`src/hw/rtl/postfix_expression_evaluator_defines.svh`:
```
// ----------------------------------------------------------------------------
// Postfix evaluator assertion macros
// Shared concurrent assertion forms, clocked on clk and disabled in reset.
// ----------------------------------------------------------------------------
`ifndef POSTFIX_EXPRESSION_EVALUATOR_DEFINES_SVH
`define POSTFIX_EXPRESSION_EVALUATOR_DEFINES_SVH

// The consequent must hold in the same cycle as the antecedent.
`define PFE_ASSERT_SAME(label, ante, cons, msg) \
	label: assert property (@(posedge clk) disable iff (!arst_n) (ante) |-> (cons)) \
		else $error(msg);

// The consequent must hold in the cycle after the antecedent.
`define PFE_ASSERT_NEXT(label, ante, cons, msg) \
	label: assert property (@(posedge clk) disable iff (!arst_n) (ante) |=> (cons)) \
		else $error(msg);

`endif

```
`src/hw/rtl/pfe_pkg.sv`:
```
// ----------------------------------------------------------------------------
// Postfix evaluator package
// Token codes, status codes, field widths and the arithmetic unit control.
// ----------------------------------------------------------------------------
`timescale 1ns / 1ps
`default_nettype none

package pfe_pkg;

	localparam int unsigned STACK_DEPTH_DEF = 16;
	localparam int unsigned VALUE_WIDTH_DEF = 32;

	localparam int unsigned FUNC_W      = 3;
	localparam int unsigned OPERAND_W   = 32;
	localparam int unsigned TOP_W       = 32;
	localparam int unsigned DEPTH_OUT_W = 5;
	localparam int unsigned STATUS_W    = 2;

	localparam int unsigned MUL_DIGIT = 8;

	typedef enum logic [FUNC_W-1:0] {
		FN_PUSH = 3'd0,
		FN_ADD  = 3'd1,
		FN_SUB  = 3'd2,
		FN_MUL  = 3'd3,
		FN_DIV  = 3'd4,
		FN_POW  = 3'd5
	} func_t;

	typedef enum logic [STATUS_W-1:0] {
		ST_OK    = 2'd0,
		ST_UNDER = 2'd1,
		ST_OVER  = 2'd2,
		ST_DIVZ  = 2'd3
	} status_t;

	typedef struct packed {
		logic  start;
		func_t op;
	} alu_ctl_t;

endpackage

`default_nettype wire

```
`src/hw/rtl/pfe_ram.sv`:
```
// ----------------------------------------------------------------------------
// Generic RAM
// One write port and one read port with registered read data.
// ----------------------------------------------------------------------------
`timescale 1ns / 1ps
`default_nettype none

module pfe_ram #(
	parameter int unsigned WIDTH = 32,
	parameter int unsigned DEPTH = 16
) (
	input  logic                     clk,
	input  logic                     we,
	input  logic [$clog2(DEPTH)-1:0] waddr,
	input  logic [WIDTH-1:0]         wdata,
	input  logic                     re,
	input  logic [$clog2(DEPTH)-1:0] raddr,
	output logic [WIDTH-1:0]         rdata
);

	logic [WIDTH-1:0] mem [DEPTH];

	always_ff @(posedge clk) begin
		if (we) begin
			mem[waddr] <= wdata;
		end
		if (re) begin
			rdata <= mem[raddr];
		end
	end

endmodule

`default_nettype wire

```
`src/hw/rtl/pfe_alu.sv`:
```
// ----------------------------------------------------------------------------
// Postfix evaluator arithmetic unit
// Add and subtract registered straight from the operands; multicycle digit-serial
// multiply, restoring divide and square-and-multiply power, the last three sharing
// one set of work registers.
`timescale 1ns / 1ps
`default_nettype none

module pfe_alu #(
	parameter int unsigned VALUE_WIDTH = pfe_pkg::VALUE_WIDTH_DEF
) (
	input  logic                   clk,
	input  logic                   arst_n,
	input  pfe_pkg::alu_ctl_t      ctl,
	input  logic [VALUE_WIDTH-1:0] a,
	input  logic [VALUE_WIDTH-1:0] b,
	output logic                   done,
	output logic [VALUE_WIDTH-1:0] result
);

	import pfe_pkg::*;

	localparam int unsigned CW = $clog2(VALUE_WIDTH);
	localparam int unsigned PW = VALUE_WIDTH + MUL_DIGIT;

	typedef enum logic [2:0] {
		A_IDLE,
		A_MUL,
		A_DIV,
		A_DIVFIX,
		A_POW
	} alu_state_t;

	alu_state_t state_q;
	logic done_q;
	logic [VALUE_WIDTH-1:0] result_q;
	logic [VALUE_WIDTH-1:0] acc_q;
	logic [VALUE_WIDTH-1:0] mcand_q;
	logic [VALUE_WIDTH-1:0] mplier_q;
	logic [VALUE_WIDTH-1:0] pr_q;
	logic [VALUE_WIDTH-1:0] pb_q;
	logic [VALUE_WIDTH-1:0] pe_q;
	logic [CW-1:0] cnt_q;
	logic neg_q;
	logic pow_q;
	logic square_q;

	logic [PW-1:0] prod;
	logic [VALUE_WIDTH-1:0] mul_sum;
	logic [VALUE_WIDTH:0] rem_shift;
	logic [VALUE_WIDTH:0] rem_sub;
	logic rem_ge;
	logic [VALUE_WIDTH-1:0] mag_a;
	logic [VALUE_WIDTH-1:0] mag_b;
	logic [VALUE_WIDTH-1:0] pe_next;

	assign prod      = PW'(mcand_q) * PW'(mplier_q[MUL_DIGIT-1:0]);
	assign mul_sum   = acc_q + prod[VALUE_WIDTH-1:0];
	assign rem_shift = {acc_q, mplier_q[VALUE_WIDTH-1]};
	assign rem_ge    = rem_shift >= {1'b0, mcand_q};
	assign rem_sub   = rem_shift - {1'b0, mcand_q};
	assign mag_a     = a[VALUE_WIDTH-1] ? ('0 - a) : a;
	assign mag_b     = b[VALUE_WIDTH-1] ? ('0 - b) : b;
	assign pe_next   = pe_q >> 1;

	assign done   = done_q;
	assign result = result_q;

	always_ff @(posedge clk or negedge arst_n) begin
		if (!arst_n) begin
			state_q <= A_IDLE;
			done_q <= 1'b0;
		end else begin
			case (state_q)
				A_IDLE: begin
					if (ctl.start) begin
						case (ctl.op)
							FN_ADD: begin
								result_q <= a + b;
								done_q <= 1'b1;
							end
							FN_SUB: begin
								result_q <= a - b;
								done_q <= 1'b1;
							end
							FN_MUL: begin
								acc_q <= '0;
								mcand_q <= a;
								mplier_q <= b;
								pow_q <= 1'b0;
								done_q <= 1'b0;
								state_q <= A_MUL;
							end
							FN_DIV: begin
								acc_q <= '0;
								mcand_q <= mag_b;
								mplier_q <= mag_a;
								neg_q <= a[VALUE_WIDTH-1] ^ b[VALUE_WIDTH-1];
								cnt_q <= '0;
								done_q <= 1'b0;
								state_q <= A_DIV;
							end
							FN_POW: begin
								if (b[VALUE_WIDTH-1]) begin
									result_q <= VALUE_WIDTH'(1);
									done_q <= 1'b1;
								end else begin
									pr_q <= VALUE_WIDTH'(1);
									pb_q <= a;
									pe_q <= b;
									pow_q <= 1'b1;
									done_q <= 1'b0;
									state_q <= A_POW;
								end
							end
							default: begin
								result_q <= '0;
								done_q <= 1'b1;
							end
						endcase
					end else begin
						done_q <= 1'b0;
					end
				end
				A_MUL: begin
					if (mplier_q == '0) begin
						if (pow_q) begin
							if (square_q) begin
								pb_q <= acc_q;
							end else begin
								pr_q <= acc_q;
								pe_q <= {pe_q[VALUE_WIDTH-1:1], 1'b0};
							end
							state_q <= A_POW;
						end else begin
							result_q <= acc_q;
							done_q <= 1'b1;
							state_q <= A_IDLE;
						end
					end else begin
						acc_q <= mul_sum;
						mcand_q <= mcand_q << MUL_DIGIT;
						mplier_q <= mplier_q >> MUL_DIGIT;
					end
				end
				A_DIV: begin
					acc_q <= rem_ge ? rem_sub[VALUE_WIDTH-1:0] : rem_shift[VALUE_WIDTH-1:0];
					mplier_q <= {mplier_q[VALUE_WIDTH-2:0], rem_ge};
					cnt_q <= cnt_q + CW'(1);
					if (cnt_q == CW'(VALUE_WIDTH - 1)) begin
						state_q <= A_DIVFIX;
					end
				end
				A_DIVFIX: begin
					result_q <= neg_q ? ('0 - mplier_q) : mplier_q;
					done_q <= 1'b1;
					state_q <= A_IDLE;
				end
				A_POW: begin
					if (pe_q == '0) begin
						result_q <= pr_q;
						done_q <= 1'b1;
						state_q <= A_IDLE;
					end else if (pe_q[0]) begin
						acc_q <= '0;
						mcand_q <= pr_q;
						mplier_q <= pb_q;
						square_q <= 1'b0;
						state_q <= A_MUL;
					end else begin
						pe_q <= pe_next;
						if (pe_next != '0) begin
							acc_q <= '0;
							mcand_q <= pb_q;
							mplier_q <= pb_q;
							square_q <= 1'b1;
							state_q <= A_MUL;
						end
					end
				end
				default: begin
					done_q <= 1'b0;
					state_q <= A_IDLE;
				end
			endcase
		end
	end

endmodule

`default_nettype wire

```
`src/hw/rtl/postfix_expression_evaluator.sv`:
```
// ----------------------------------------------------------------------------
// Postfix expression evaluator
// Evaluates postfix integer expressions one token at a time on a bounded
// value stack, reporting top, depth and a sticky status for every token.
// ----------------------------------------------------------------------------
//  Channel | Handshake             | Fields
//  request | in_valid / in_ready   | func, operand, expr_end
//  result  | out_valid / out_ready | top_value, stack_depth, status, final_valid
//
// A push or a rejected token goes from decode straight to done, a zero divisor by
// way of read; add and subtract also wait on the unit. Multiply takes one 8-bit
// digit per cycle; divide is restoring at one bit per cycle; power reuses the
// multiplier. in_ready is high only idle.
// A new request is taken while a result waits; the one after stalls until it leaves.
// Reset clears the stack pointer and the status; stack entries need no clear.
// ----------------------------------------------------------------------------
`timescale 1ns / 1ps
`default_nettype none

`include "postfix_expression_evaluator_defines.svh"

module postfix_expression_evaluator #(
	parameter int unsigned STACK_DEPTH = pfe_pkg::STACK_DEPTH_DEF,
	parameter int unsigned VALUE_WIDTH = pfe_pkg::VALUE_WIDTH_DEF
) (
	input  logic                                 clk,
	input  logic                                 arst_n,
	input  logic                                 in_valid,
	output logic                                 in_ready,
	input  logic [pfe_pkg::FUNC_W-1:0]           func,
	input  logic signed [pfe_pkg::OPERAND_W-1:0] operand,
	input  logic                                 expr_end,
	output logic                                 out_valid,
	input  logic                                 out_ready,
	output logic signed [pfe_pkg::TOP_W-1:0]     top_value,
	output logic [pfe_pkg::DEPTH_OUT_W-1:0]      stack_depth,
	output logic [pfe_pkg::STATUS_W-1:0]         status,
	output logic                                 final_valid
);

	import pfe_pkg::*;

	localparam int unsigned AW  = $clog2(STACK_DEPTH);
	localparam int unsigned SPW = $clog2(STACK_DEPTH + 1);

	typedef enum logic [2:0] {
		S_IDLE,
		S_DECODE,
		S_READ,
		S_WAIT,
		S_DONE
	} state_t;

	state_t state_q;
	logic [SPW-1:0] sp_q;
	status_t err_q;
	func_t func_q;
	logic signed [VALUE_WIDTH-1:0] operand_q;
	logic end_q;
	logic signed [VALUE_WIDTH-1:0] top_q;
	logic out_valid_q;
	logic signed [TOP_W-1:0] top_value_q;
	logic [DEPTH_OUT_W-1:0] stack_depth_q;
	status_t status_q;
	logic final_valid_q;

	logic [SPW-1:0] sp_m2;
	logic ram_we;
	logic [AW-1:0] ram_waddr;
	logic [VALUE_WIDTH-1:0] ram_wdata;
	logic ram_re;
	logic [VALUE_WIDTH-1:0] ram_rdata;
	alu_ctl_t alu_ctl;
	logic alu_done;
	logic [VALUE_WIDTH-1:0] alu_result;
	logic load_out;

	assign sp_m2    = sp_q - SPW'(2);
	assign in_ready = state_q == S_IDLE;
	assign load_out = (state_q == S_DONE) && (!out_valid_q || out_ready);

	always_comb begin
		ram_we = 1'b0;
		ram_waddr = sp_m2[AW-1:0];
		ram_wdata = alu_result;
		if (state_q == S_DECODE && err_q == ST_OK && func_q == FN_PUSH
				&& sp_q < SPW'(STACK_DEPTH)) begin
			ram_we = 1'b1;
			ram_waddr = sp_q[AW-1:0];
			ram_wdata = operand_q;
		end else if (state_q == S_WAIT && alu_done) begin
			ram_we = 1'b1;
		end
	end

	assign ram_re = state_q == S_DECODE;

	assign alu_ctl.start = (state_q == S_READ) && !(func_q == FN_DIV && top_q == '0);
	assign alu_ctl.op    = func_q;

	pfe_ram #(
		.WIDTH(VALUE_WIDTH),
		.DEPTH(STACK_DEPTH)
	) u_stack_ram (
		.clk  (clk),
		.we   (ram_we),
		.waddr(ram_waddr),
		.wdata(ram_wdata),
		.re   (ram_re),
		.raddr(sp_m2[AW-1:0]),
		.rdata(ram_rdata)
	);

	pfe_alu #(
		.VALUE_WIDTH(VALUE_WIDTH)
	) u_alu (
		.clk   (clk),
		.arst_n(arst_n),
		.ctl   (alu_ctl),
		.a     (ram_rdata),
		.b     (top_q),
		.done  (alu_done),
		.result(alu_result)
	);

	always_ff @(posedge clk or negedge arst_n) begin
		if (!arst_n) begin
			state_q <= S_IDLE;
			sp_q <= '0;
			err_q <= ST_OK;
			out_valid_q <= 1'b0;
		end else begin
			if (out_valid_q && out_ready && !load_out) begin
				out_valid_q <= 1'b0;
			end
			case (state_q)
				S_IDLE: begin
					if (in_valid) begin
						func_q <= func_t'(func);
						operand_q <= VALUE_WIDTH'(operand);
						end_q <= expr_end;
						state_q <= S_DECODE;
					end
				end
				S_DECODE: begin
					if (err_q == ST_OK) begin
						case (func_q)
							FN_PUSH: begin
								state_q <= S_DONE;
								if (sp_q >= SPW'(STACK_DEPTH)) begin
									err_q <= ST_OVER;
								end else begin
									top_q <= operand_q;
									sp_q <= sp_q + SPW'(1);
								end
							end
							FN_ADD, FN_SUB, FN_MUL, FN_DIV, FN_POW: begin
								if (sp_q < SPW'(2)) begin
									err_q <= ST_UNDER;
									state_q <= S_DONE;
								end else begin
									state_q <= S_READ;
								end
							end
							default: begin
								state_q <= S_DONE;
							end
						endcase
					end else begin
						state_q <= S_DONE;
					end
				end
				S_READ: begin
					if (alu_ctl.start) begin
						state_q <= S_WAIT;
					end else begin
						err_q <= ST_DIVZ;
						state_q <= S_DONE;
					end
				end
				S_WAIT: begin
					if (alu_done) begin
						top_q <= alu_result;
						sp_q <= sp_q - SPW'(1);
						state_q <= S_DONE;
					end
				end
				S_DONE: begin
					if (load_out) begin
						out_valid_q <= 1'b1;
						top_value_q <= (sp_q != '0) ? TOP_W'(top_q) : '0;
						stack_depth_q <= DEPTH_OUT_W'(sp_q);
						status_q <= err_q;
						final_valid_q <= end_q && sp_q == SPW'(1) && err_q == ST_OK;
						if (end_q) begin
							sp_q <= '0;
							err_q <= ST_OK;
						end
						state_q <= S_IDLE;
					end
				end
				default: begin
					state_q <= S_IDLE;
				end
			endcase
		end
	end

	assign out_valid   = out_valid_q;
	assign top_value   = top_value_q;
	assign stack_depth = stack_depth_q;
	assign status      = status_q;
	assign final_valid = final_valid_q;

	`PFE_ASSERT_SAME(a_sp_bound, 1'b1, sp_q <= SPW'(STACK_DEPTH), "Stack pointer beyond depth.")
	`PFE_ASSERT_SAME(a_alu_done_wait, alu_done, state_q == S_WAIT, "Unit finished outside wait.")
	`PFE_ASSERT_NEXT(a_err_sticky, state_q == S_DECODE && err_q != ST_OK,
		state_q == S_DONE && $stable(sp_q), "Token changed stack under error.")
	`PFE_ASSERT_SAME(a_final_ok, out_valid && final_valid,
		stack_depth == DEPTH_OUT_W'(1) && status == ST_OK, "Final flag on bad result.")
	`PFE_ASSERT_NEXT(a_one_at_time, in_valid && in_ready, !in_ready,
		"Request taken while busy.")

endmodule

`default_nettype wire

```
`config.mk`:
```
export PLATFORM = sky130hd
export DESIGN_NAME = postfix_expression_evaluator
export DESIGN_NICKNAME = d
export VERILOG_FILES = /design/src/hw/rtl/pfe_pkg.sv /design/src/hw/rtl/pfe_ram.sv /design/src/hw/rtl/pfe_alu.sv /design/src/hw/rtl/postfix_expression_evaluator.sv
export VERILOG_INCLUDE_DIRS = /design/src /design/src/hw/rtl
export SDC_FILE = /design/constraint.sdc
export NUM_CORES = 2
export LEC_CHECK = 0
export ABC_AREA = 1
export BUFFER_PORTS_ARGS = -buffer_cell sky130_fd_sc_hd__buf_2
export CAP_MARGIN = 20
export CORE_ASPECT_RATIO = 0.5
export CORE_MARGIN = 8
export CORE_UTILIZATION = 35
export DETAILED_ROUTE_END_ITERATION = 16
export HOLD_SLACK_MARGIN = 0.02
export PLACE_DENSITY_LB_ADDON = 0.15
export SLEW_MARGIN = 20
export SYNTH_ARGS = -nofsm -noshare
export SYNTH_HDL_FRONTEND = slang
export SYNTH_SLANG_ARGS = --single-unit
```
`constraint.sdc`:
```
create_clock -name clk -period 11.71 [get_ports clk]
set_input_delay 0.5855 -clock clk [delete_from_list [all_inputs] [get_ports clk]]
set_output_delay 0.5855 -clock clk [all_outputs]
set_load 0.02 [all_outputs]
```
==> flow_metrics.env <==
export IMPL_vias_per_cell=5.389
export IMPL_coreArea_sq_um=152300
export IMPL_areaGrowthSynthToFinish_pct=11.32
export IMPL_synthArstFlopShare=0.01670
export IMPL_r2r_slack_ns=6.32
export IMPL_clockRootBuffer="clkbuf_16"
export IMPL_netlist_instances=6009
export IMPL_start_util=0.3540
export IMPL_worstHoldPathType="in -> reg"
export IMPL_cts_tree="done"
export IMPL_ant_nets=0
export IMPL_yosysTopAreaCell="edfxtp_1"
export IMPL_rr_startpoint="u_alu.mplier_q[5]"
export IMPL_fp_dieW_um=571.0
export IMPL_end_kind="flip-flop"
export IMPL_netlist_area_sq_um=53910
export IMPL_grt_overflow_total=0
export IMPL_worstSkewPairLatency_ns=0.73
export IMPL_ys_warn_count=0
export IMPL_wl_per_cell_um=24.05
export IMPL_cts_hold_fix_buffers=32
export IMPL_htreeDepth=3
export IMPL_grt_setup_unrepaired="no"
export IMPL_reg2reg_depth=19
export IMPL_grt_max_degree=191
export IMPL_synth_most_common_cell="nand2_1"
export IMPL_ys_seq_area_frac=0.4988
export IMPL_finalCritPeriodShare=0.4602
export IMPL_first_pass_iters=6
export IMPL_gp_congestion=0.9969
export IMPL_holdWs_ns=0.07645
export IMPL_drive_above_1_share=0.07130
export IMPL_min_period_ns=5.389
export IMPL_clock_path_buffers=3
export IMPL_first_iter_violations=4807
export IMPL_hpwl_um=139400
export IMPL_hold_viol=0
export IMPL_finalMaxSlewViolations=0
export IMPL_setup_viol=0
export IMPL_reg2reg_to="u_alu.acc_q[31]"
export IMPL_synth_top_area_frac=0.4919
export IMPL_crit_fanout=26
export IMPL_syn_area_per_cell_sq_um=8.971
export IMPL_worst_pin_slew_ns=1.057
export IMPL_synthTopCellsByCount="nand2_1, inv_1, edfxtp_1, nor2_1, o21ai_0"
export IMPL_post_cts_buffers=0
export IMPL_numCtsBuffers=90
export IMPL_slew_headroom=0.2954
export IMPL_max_freq_mhz=185.6
export IMPL_crit_end="u_alu.acc_q[31]"
export IMPL_ioPinCount=82
export IMPL_skew_ns=0.06052
export IMPL_grt_usage=0.2275
export IMPL_critPathKind="reg -> reg"
export IMPL_num_rows=101
export IMPL_synth_cell_types=54
export IMPL_dieArea_sq_um=167600
export IMPL_drt_wl_total_um=196300
export IMPL_antenna_found_initial=8
export IMPL_drc_errors=0
export IMPL_clock_sinks=898
export IMPL_grt_pass1_vias=42270
export IMPL_startpoint_type="flip-flop"
export IMPL_worst_ep_arrival_time_ns=5.83
export IMPL_startpoint="u_alu.mplier_q[5]"
export IMPL_final_setup_tns_ns=0
export IMPL_portBuffers=81
export IMPL_synth_main_ff_cell="edfxtp_1"
export IMPL_cts_resized=0
export IMPL_die_h_um=293.5
export IMPL_synth_seq_cells=898
export IMPL_clk_pin_slew_ns=0.06
export IMPL_syn_nets=6353
export IMPL_synth_edff_count=883
export IMPL_outcome="complete, no violations"
export IMPL_worstPathRequired_ns=12.15
export IMPL_nets=6370
export IMPL_maxCapViolCount=0
export IMPL_vias=43980
export IMPL_grt_first_pass_wirelength_um=287000
export IMPL_synthTopCellsByArea="edfxtp_1, nand2_1, fa_1"
-- layer usage --
metal	up-vias	track usage	wire length, um
met5	-	0	13
met4	2	0.05990	5459
met3	252	0.02993	13580
met2	1812	0.3571	87130
met1	21750	0.3313	90120
li1	20160	-	-
-- final cells by class --
class                   count  area (sq um)
flip-flops and latches    898         26900
diodes                      1         2.502
multi-input cells        3890         22540
fillers                 15330         92270
inverters                 944          3550
clock inverters            67         729.5
repair buffers            202          1406
well taps                2060          2577
clock buffers             100          2311
-- cell families (layout without fill, tap and decap cells) --
group | Yosys count | after routing | synth area share
AOI/OAI and AO/OA | 1144 | 1144 | 0.1226
xor gates and xnor gates | 61 | 61 | 0.01005
adders and majority gates | 304 | 304 | 0.09674
buffers and inverters | 1221 | 1313 | 0.08741
DFF | 898 | 898 | 0.4988
other | 0 | 1 | 0
and+or+nand+nor | 2381 | 2381 | 0.1844
-- how the worst min path moves through the flow --
stage / start / end / slack (ns) / cells past startpoint
after CTS: func[1] / func_q[1] / 0.02 / 1
after global routing: operand[11] / operand_q[11] / 0.02 / 1
final: func[1] / func_q[1] / 0.08 / 1
after detailed placement: err_q[0] / status[0] / 0.52 / 0
after global placement: err_q[1] / status[1] / 0.51 / 0
after floorplan: arst_n / err_q[0] / 0.29 / 0
-- sequential cells by signal (all words and copies together), names as in the netlist, 31 cells and up --
register	flops
u_alu.mplier_q	32
u_alu.acc_q	32
u_alu.result	32
operand_q	32
top_q	32
u_alu.pr_q	32
u_stack_ram.rdata	32
u_alu.mcand_q	32
top_value	32
u_alu.pe_q	31
u_stack_ram.mem	512
u_alu.pb_q	32
-- metrics by stage --
stage | cells | setup WS, ns | utilization | area [sq um]
6_report | 8162 | 6.321 | 0.3941 | 60010
3_5_place_dp | 7962 | 6.351 | 0.3719 | 56630
3_3_place_gp | 7962 | 6.370 | 0.3718 | 56620
5_1_grt | 8161 | 6.077 | 0.3941 | 60010
4_1_cts | 8161 | 6.325 | 0.3940 | 59990
2_1_floorplan | 6009 | 6.864 | - | 53910
-- cells in the final DEF (no fill, tap or decap), types with 12 or more instances in the layout --
master,synthesis,layout
nor2_4,7,25
nor2_2,10,13
fa_1,188,188
ha_1,116,115
dlygate4sd3_1,0,32
a21oi_1,190,190
o22ai_1,62,62
inv_2,22,23
a221oi_1,12,12
o221ai_1,103,103
o21bai_1,23,23
o211ai_1,62,62
nor3_1,42,36
nand3b_1,19,19
clkbuf_16,0,91
nand3_1,337,337
dfrtp_1,15,13
nor2_1,616,595
buf_4,6,88
or2_2,13,13
xor2_1,41,41
edfxtp_1,883,883
o2111ai_1,17,17
o21ai_1,26,25
inv_1,921,918
clkinv_2,0,23
o21ai_0,607,600
xnor2_1,19,19
buf_2,37,81
nand4_1,64,64
nand2_2,11,13
clkinv_1,1,21
nand2_1,1228,1226
-- critical path, stage by stage, from the launching register on --
cell	delay [ns]
edfxtp_1	0.48
buf_4	0.43
nand2_1	0.09
inv_1	0.09
fa_1	0.46
fa_1	0.53
fa_1	0.55
inv_1	0.05
fa_1	0.53
inv_1	0.04
ha_1	0.34
a21oi_1	0.25
a21boi_0	0.39
nand3_1	0.26
nand2_1	0.13
nand3b_1	0.16
inv_1	0.09
nand3_1	0.08
nand3_1	0.08
nand2_1	0.06
Power is left out: the tool's default activity adds up to more than one toggle a clock period on the data nets, which glitch-free logic cannot reach.
